<file path="src/sv/fqp_pkg.sv">
// fqp_pkg: shared constants and types for the fastq record parser
// character codes, input kinds, line phases, field tags and the result beat; no dependencies
`default_nettype none

package fqp_pkg;

    // characters of interest in the byte stream
    localparam logic [7:0] CH_AT    = 8'h40;
    localparam logic [7:0] CH_PLUS  = 8'h2B;
    localparam logic [7:0] CH_NL    = 8'h0A;

    // input kinds
    localparam logic KIND_DATA = 1'b0;
    localparam logic KIND_EOI  = 1'b1;

    // line phases (share their codes with the field tags)
    localparam logic [1:0] PH_NAME    = 2'd0;
    localparam logic [1:0] PH_SEQ     = 2'd1;
    localparam logic [1:0] PH_COMMENT = 2'd2;
    localparam logic [1:0] PH_QUAL    = 2'd3;

    // output field tags
    localparam logic [2:0] TAG_NAME    = 3'd0;
    localparam logic [2:0] TAG_SEQ     = 3'd1;
    localparam logic [2:0] TAG_COMMENT = 3'd2;
    localparam logic [2:0] TAG_QUAL    = 3'd3;
    localparam logic [2:0] TAG_END     = 3'd4;

    // one result beat
    typedef struct packed {
        logic [2:0] tag;
        logic [7:0] fbyte;
    } t_result;

endpackage

`default_nettype wire

</file>
<file path="src/sv/fastq_record_parser.sv">
// fastq_record_parser: tags each byte of a fastq stream by record field
// depends on fqp_pkg for character codes, phases and tags
//
//  channel | valid   | ready   | payload
//  --------+---------+---------+-------------------------------
//  input   | i_valid | o_ready | i_kind, i_data_byte
//  output  | o_valid | i_ready | o_field_tag, o_field_byte
//
// one byte is accepted per cycle while o_ready is high; its result enters the
// output register on the next cycle if that register is empty or being taken,
// else the skid stage. the rate is set by the output register plus a one-entry
// skid stage: input ready drops only while the skid stage holds a beat.
// synchronous active-low reset returns the phase tracker to the name phase.
// newlines and the plus marker produce no result, and a record-start '@' only
// closes an open record; these bytes are still accepted like any other byte.
`default_nettype none

module fastq_record_parser
    import fqp_pkg::*;
(
    input  wire logic       i_clk,
    input  wire logic       i_rst_n,
    input  wire logic       i_valid,
    output logic            o_ready,
    input  wire logic       i_kind,
    input  wire logic [7:0] i_data_byte,
    output logic            o_valid,
    input  wire logic       i_ready,
    output logic [2:0]      o_field_tag,
    output logic [7:0]      o_field_byte
);

    // phase tracker state
    logic [1:0] r_phase,   n_phase;
    logic       r_after_nl, n_after_nl;
    logic       r_rec_open, n_rec_open;

    // output register and skid stage
    t_result    r_out,  r_skid;
    logic       r_out_vld, r_skid_vld;

    logic       acc, take;
    logic       res_vld;
    t_result    res;

    assign o_ready = ~r_skid_vld;
    assign acc     = i_valid & o_ready;
    assign take    = r_out_vld & i_ready;

    // per-byte decision and next state
    always_comb begin
        n_phase    = r_phase;
        n_after_nl = r_after_nl;
        n_rec_open = r_rec_open;
        res_vld    = 1'b0;
        res.tag    = {1'b0, r_phase};
        res.fbyte  = i_data_byte;
        priority if (i_kind == KIND_EOI) begin
            res_vld    = 1'b1;
            res.tag    = TAG_END;
            res.fbyte  = 8'd0;
            n_phase    = PH_NAME;
            n_after_nl = 1'b1;
            n_rec_open = 1'b0;
        end else if (i_data_byte == CH_NL) begin
            n_phase    = r_phase + 2'd1;
            n_after_nl = 1'b1;
        end else if (r_phase == PH_NAME && i_data_byte == CH_AT && r_after_nl) begin
            // record start: close the previous record if one is open
            res_vld    = r_rec_open;
            res.tag    = TAG_END;
            res.fbyte  = 8'd0;
            n_rec_open = 1'b1;
            n_after_nl = 1'b0;
        end else if (r_phase == PH_COMMENT && i_data_byte == CH_PLUS && r_after_nl) begin
            // plus marker is dropped
            n_after_nl = 1'b0;
        end else begin
            res_vld    = 1'b1;
            n_after_nl = 1'b0;
        end
    end

    // state update on each accepted beat
    always_ff @(posedge i_clk) begin
        if (!i_rst_n) begin
            r_phase    <= PH_NAME;
            r_after_nl <= 1'b1;
            r_rec_open <= 1'b0;
        end else if (acc) begin
            r_phase    <= n_phase;
            r_after_nl <= n_after_nl;
            r_rec_open <= n_rec_open;
        end
    end

    // output register with skid stage behind it
    always_ff @(posedge i_clk) begin
        if (!i_rst_n) begin
            r_out_vld  <= 1'b0;
            r_skid_vld <= 1'b0;
        end else begin
            if (take) begin
                if (r_skid_vld) begin
                    r_out      <= r_skid;
                    r_skid_vld <= 1'b0;
                end else if (acc && res_vld) begin
                    r_out      <= res;
                end else begin
                    r_out_vld  <= 1'b0;
                end
            end else if (acc && res_vld) begin
                if (r_out_vld) begin
                    r_skid     <= res;
                    r_skid_vld <= 1'b1;
                end else begin
                    r_out      <= res;
                    r_out_vld  <= 1'b1;
                end
            end
        end
    end

    assign o_valid      = r_out_vld;
    assign o_field_tag  = r_out.tag;
    assign o_field_byte = r_out.fbyte;

    // skid stage only fills behind a waiting output beat
    a_skid_behind_out: assert property (@(posedge i_clk) disable iff (!i_rst_n)
        r_skid_vld |-> r_out_vld)
        else $error("skid stage holds a beat while output register is empty");

    // end of input restores the reset state of the phase tracker
    a_eoi_resets: assert property (@(posedge i_clk) disable iff (!i_rst_n)
        (acc && i_kind == KIND_EOI) |=>
            (r_phase == PH_NAME && r_after_nl && !r_rec_open))
        else $error("end of input did not reset phase tracker");

    // newline advances the phase by one
    a_nl_advance: assert property (@(posedge i_clk) disable iff (!i_rst_n)
        (acc && i_kind == KIND_DATA && i_data_byte == CH_NL) |=>
            (r_phase == 2'($past(r_phase) + 2'd1) && r_after_nl))
        else $error("newline did not advance line phase");

    // an end of input into an empty output stage shows a record end next cycle
    a_eoi_result: assert property (@(posedge i_clk) disable iff (!i_rst_n)
        (acc && i_kind == KIND_EOI && !r_out_vld) |=>
            (r_out_vld && r_out.tag == TAG_END && r_out.fbyte == 8'd0))
        else $error("end of input did not produce a record end beat");

endmodule

`default_nettype wire
</file>
<file path="config.mk">
export PLATFORM = sky130hd
export DESIGN_NAME = fastq_record_parser
export DESIGN_NICKNAME = d
export VERILOG_FILES = /design/src/sv/fqp_pkg.sv /design/src/sv/fastq_record_parser.sv
export SDC_FILE = /design/constraint.sdc
export NUM_CORES = 1
export LEC_CHECK = 0
export ABC_CLOCK_PERIOD_IN_PS = 3150
export BUFFER_PORTS_ARGS = -buffer_cell sky130_fd_sc_hd__buf_2
export CORE_ASPECT_RATIO = 0.6
export CORE_MARGIN = 2
export CORE_UTILIZATION = 56
export CTS_BUF_LIST = sky130_fd_sc_hd__clkbuf_2
export CTS_CLUSTER_DIAMETER = 100
export DETAILED_ROUTE_END_ITERATION = 8
export MAX_ROUTING_LAYER = met4
export PLACE_DENSITY = 0.93
export SETUP_SLACK_MARGIN = 0.5
export SYNTH_ARGS = -nofsm -noshare
export SYNTH_HDL_FRONTEND = slang
export SYNTH_SLANG_ARGS = --single-unit
</file>
<file path="constraint.sdc">
create_clock -name i_clk -period 3.15 [get_ports i_clk]
set_clock_uncertainty 0.15 [all_clocks]
set_input_delay 0.315 -clock i_clk [delete_from_list [all_inputs] [get_ports i_clk]]
set_output_delay 0.315 -clock i_clk [all_outputs]
set_load 0.05 [all_outputs]
</file>
# Yosys cells after proc, flatten, opt, wreduce, memory -nomap -nowiden
# Cells that the tools add are included.
# classes
n_addsub,1
n_eq_ne,8
mux,23
bitwise,5
reduce_logical,17
# op_table
operator,n
$mux W11,8
$mux W1,13
$eq A8 B4 Y1 const B,1
$eq A8 B6 Y1 const B,1
$eq A8 B7 Y1 const B,1
$reduce_and A4 Y1,2
$reduce_bool A2 Y1,4
$ne A2 B2 Y1 const B,3
$reduce_and A3 Y1,2
$logic_and A1 B1 Y1,5
$mux W2,2
$reduce_and A2 Y1,2
$not A1 Y1,3
$add A2 B1 Y2 const B,1
$and A1 B1 Y1,2
$eq A2 B2 Y1 const B,1
$logic_not A2 Y1,1
$ne A2 B1 Y1 const B,1
$reduce_or A2 Y1,1
# totals
reg_bits,28
input_bits,13
elab_cells,63

# Logic depth before layout (Yosys ltp)
# logic_depth
depth_word,11
mapped_depth,6
depth_no_buf,6

# Worst setup path after synthesis
# OpenSTA, ideal clock, no wires.
# synth_timing
path_type,flip-flop to flip-flop
start,register r_phase[0]
end,"register r_out (netlist bit o_field_byte[0]), enable pin"
setup_ps,383
t_arrival_ps,1820
t_required_ps,2617
path_slack_ps,798
stages_incl_launch_ff,7
cell_sequence,dfxtp_1 > inv_1 > ha_1 > and4bb_1 > and4b_1 > a32o_1 > a21oi_1
# synth_via
elab_chain_len,10
word_cells_on_any_way,14
cone_classes,1 x eq/ne; 4 x mux; 9 x reduce/logical
# synth_lines
item,line,source
from (decl),fastq_record_parser.sv:34,"logic [1:0] r_phase, n_phase;"
from (signal assigned),fastq_record_parser.sv:91,r_phase <= n_phase;
$eq A2 B2 Y1,fastq_record_parser.sv:75,end else if (r_phase == PH_COMMENT && i_data_byte == CH_PLUS && r_after_nl) begin
$logic_and A1 B1 Y1 (2 in a row),fastq_record_parser.sv:75,
$mux W1,fastq_record_parser.sv:75,
$mux W1 *,fastq_record_parser.sv:68,end else if (r_phase == PH_NAME && i_data_byte == CH_AT && r_after_nl) begin
$mux W1 *,fastq_record_parser.sv:65,end else if (i_data_byte == CH_NL) begin
$mux W1 *,fastq_record_parser.sv:58,priority if (i_kind == KIND_EOI) begin
$logic_and A1 B1 Y1 *,"fastq_record_parser.sv:107, fastq_record_parser.sv:112",
$reduce_bool A2 Y1 (no source line),-,
$reduce_and A4 Y1 (no source line) *,-,
to (signal assigned),fastq_record_parser.sv:105,r_out <= r_skid;
to (signal assigned),fastq_record_parser.sv:108,r_out <= res;
to (signal assigned),fastq_record_parser.sv:117,r_out <= res;
to (decl),fastq_record_parser.sv:39,"t_result r_out, r_skid;"
# Mark *: on every way between the ends. The rest lies on a longest branch, timed or not.
# A chain may end at the register's enable or synchronous reset.

# Final worst setup path
# layout_timing
start,register r_phase[0]
end,"register r_skid[0] (netlist name), enable pin"
# layout_via
elab_chain_len,9
word_cells_on_any_way,12
cone_classes,1 x eq/ne; 4 x mux; 7 x reduce/logical
# layout_lines
item,line,source
$eq A2 B2 Y1,fastq_record_parser.sv:75,
$logic_and A1 B1 Y1 (2 in a row),fastq_record_parser.sv:75,
$mux W1,fastq_record_parser.sv:75,
$mux W1 *,fastq_record_parser.sv:68,
$mux W1 *,fastq_record_parser.sv:65,
$mux W1 *,fastq_record_parser.sv:58,
$logic_and A1 B1 Y1 *,fastq_record_parser.sv:112,end else if (acc && res_vld) begin
$reduce_and A4 Y1 (no source line) *,-,
to (signal assigned),fastq_record_parser.sv:114,r_skid <= res;
to (decl),fastq_record_parser.sv:39,
# Marks and branches as above.

==> results_dict.tcl <==
set metrics [dict create \
    status "finished clean" \
    r2r-start "r_phase[0]$_SDFFE_PN0P_" \
    areaGrowthSynthToFinish_pct 15.5 \
    path_clk_slew_ns 0.26 \
    crit_path_max_incr_delay_ns 0.43 \
    setup_tns_ns 0 \
    n_antenna_cell 0 \
    timing.final.crit_share 0.729 \
    whs_ns 0.0403 \
    min_path_type "primary input to flop" \
    routed_wl_um 2650 \
    synth.distinct_cells 36 \
    p_per_area_nw_per_um2 472 \
    r2r_cells 7 \
    vias 932 \
    die_h_um 42.0 \
    gp_congestion 0.844 \
    ant_nets 0 \
    cts-root-buf "clkbuf_2" \
    grt_pass1_vias 881 \
    r2r_end "r_skid[0]$_DFFE_PP_" \
    num_io_pins 26 \
    grt_pass1_wl_um 4270 \
    end_kind "flop" \
    grt_max_degree 17 \
    postCtsSetupBuffers 0 \
    p_leak_nw 0.613 \
    clk_latency_ns 0.37 \
    crit_path_start_kind "flop" \
    ys_seq_area_frac 0.579 \
    syn_area_um2 1350 \
    path_max_fanout 9 \
    dp_hpwl_um 2000 \
    rows 13 \
    slew_headroom 0.399 \
    arrival_ns 2.27 \
    grt_util_all_layers 0.221 \
    min-delay-start "i_rst_n" \
    htree_levels 1 \
    tightest_slew_ns 0.899 \
    antenna_found_initial 0 \
    drive_above_1_share 0.366 \
    cts_buffers 3 \
    start_util 0.605 \
    die_w_um 67.4 \
    port_buffers 25 \
    nNetsFinal 150 \
    avgSynthCellArea_um2 12.7 \
    syn_inst 106 \
    fin_crit_ns 2.30 \
    cp_top_family "simple AND/OR/NAND/NOR gates" \
    hold_violations 0 \
    cts_hold_buf 0 \
    fin_util 0.699 \
    synth_nets 121 \
    ys_ff_latch 28 \
    cts_tree "yes" \
    wire_per_inst_um 16.2 \
    setup_violations 0 \
    clk_path_buf_depth 2 \
    grt_setup_unrepaired "no" \
    report.final.slew_viol_count 0 \
    drc 0 \
    clkSinkCount 28 \
    fp.dieArea_um2 2830 \
    min_to "r_after_nl$_SDFFE_PN1P_" \
    cp_slowest_cell "dfxtp_1" \
    layoutNonFillerInstCount 164 \
    hold_path_depth 2 \
    worst-path-buf-inv 2 \
    placeableCoreArea_um2 2230 \
    fin_area_um2 1560 \
    r2r_slack_ns 0.85 \
    place_inst 160 \
    yosysWarnings 0 \
    ir_drop_mv 0.439 \
    cts_resized 0 \
    viasPerCell 5.68 \
    fmax_mhz 436 \
    initialDrtViolationCount 33 \
    criticalPathCategory "flop to flop" \
    cap_violations 0 \
    critical_path.cell_chain "inv_1, ha_1, and4bb_1, and4b_1, a32o_1, nor2_1, buf_4" \
    grt.overflow.total 0 \
    required_ns 3.12 \
    drt-pass1-iter-count 4 \
    placed_cell_area_um2 1510 \
]
==> worst max path at each step <==
stage                                            to  cells after the start               startpoint
after floorplan           o_field_byte[0]$_DFFE_PP_                      6  r_phase[0]$_SDFFE_PN0P_
after global placement          r_skid[6]$_DFFE_PP_                      7  r_phase[0]$_SDFFE_PN0P_
after detailed placement        r_skid[0]$_DFFE_PP_                      7  r_phase[0]$_SDFFE_PN0P_
after CTS                       r_skid[8]$_DFFE_PP_                      7  r_phase[0]$_SDFFE_PN0P_
after global routing            r_skid[9]$_DFFE_PP_                      7  r_phase[0]$_SDFFE_PN0P_
final                           r_skid[0]$_DFFE_PP_                      7  r_phase[0]$_SDFFE_PN0P_
==> placed cells by master (no fill, tap or decap), drive strengths merged, types with 2 or more instances in the layout <==
master and n:
a31oi 2, buf 27, o21ai 4, a21oi 2, nand2 6, ha 2, and2 3, mux2 11
nor2b 9, nand3 3, nor2 7, edfxtp 22, inv 6, nor4b 2, nor3 3, dfxtp 6
or2 2, clkbuf 3
==> sequential cells by signal, summed over array words and instances, names as in the netlist <==
name and count:
o_field_byte 8, r_after_nl 1, r_skid_vld 1, o_valid 1
r_rec_open 1, r_phase 2, o_field_tag 3, r_skid 11
==> metal layers <==
metal	vias up	track usage	wire length [µm]
met5	-	-	0
met4	0	0.0776	40
met3	6	0.0672	167
met2	33	0.337	1280
met1	448	0.282	1160
li1	445	-	-
==> cell usage after synthesis <==
| master | count | area (µm²) |
|---|---|---|
| o21ai_0 | 3 | 15.0 |
| nand4_1 | 1 | 6.26 |
| nor4b_4 | 1 | 23.8 |
| and2_4 | 3 | 26.3 |
| a32o_1 | 1 | 10.0 |
| o211ai_1 | 1 | 7.51 |
| o211a_1 | 1 | 10.0 |
| a211oi_1 | 1 | 7.51 |
| nor3_4 | 1 | 16.3 |
| a31oi_1 | 1 | 6.26 |
| dfxtp_1 | 6 | 120 |
| nor4b_1 | 1 | 8.76 |
| mux2_2 | 11 | 124 |
| o21ai_1 | 1 | 5.00 |
| nor3_1 | 2 | 10.0 |
| or2_1 | 1 | 6.26 |
| or2_4 | 1 | 8.76 |
| and4bb_1 | 1 | 12.5 |
| edfxtp_1 | 22 | 661 |
| buf_2 | 2 | 10.0 |
| nand4b_1 | 1 | 8.76 |
| inv_1 | 6 | 22.5 |
| ha_1 | 2 | 25.0 |
| a31oi_2 | 1 | 12.5 |
| or3_1 | 1 | 6.26 |
| nand2_1 | 6 | 22.5 |
| nand2b_1 | 1 | 6.26 |
| buf_1 | 1 | 3.75 |
| o21a_1 | 1 | 7.51 |
| mux2i_1 | 1 | 10.0 |
| nand3_1 | 3 | 15.0 |
| nand4bb_1 | 1 | 11.3 |
| and4b_1 | 1 | 10.0 |
| nor2b_1 | 9 | 56.3 |
| a21oi_1 | 2 | 10.0 |
| nor2_1 | 7 | 26.3 |
==> final cells by class <==
type,instances,area (µm²)
Sequential cell,28,781
Fill cell,157,671
Multi-Input combinational cell,69,532
Timing Repair Buffer,27,140
Tap cell,30,37.5
Clock inverter,1,30.0
Inverter,6,22.5
Clock buffer,3,15.0
==> cell families after synthesis <==
logic type                 Yosys count  synth area share
AOI/OAI and AO/OA                   13            0.0677
adders and majority gates            2            0.0185
buffers and inverters                9            0.0269
DFF                                 28             0.579
muxes                               12            0.0993
and+or+nand+nor                     42             0.209
==> stage by stage <==
step                      setup WS (ns)  power, W
after floorplan                   0.798  0.000495
after global placement             1.04  0.000523
after detailed placement          0.929  0.000526
after CTS                         0.865  0.000735
after global routing              0.749  0.000761
final                             0.854  0.000735
==> power breakdown <==
group	switching, W	internal [W]	leakage (nW)
clock network	0.000106	0.000109	0.0266
registers	0.00000516	0.000412	0.254
logic	0.0000697	0.0000322	0.332
total	0.000181	0.000554	0.613
(Power assumes the default switching activity.)
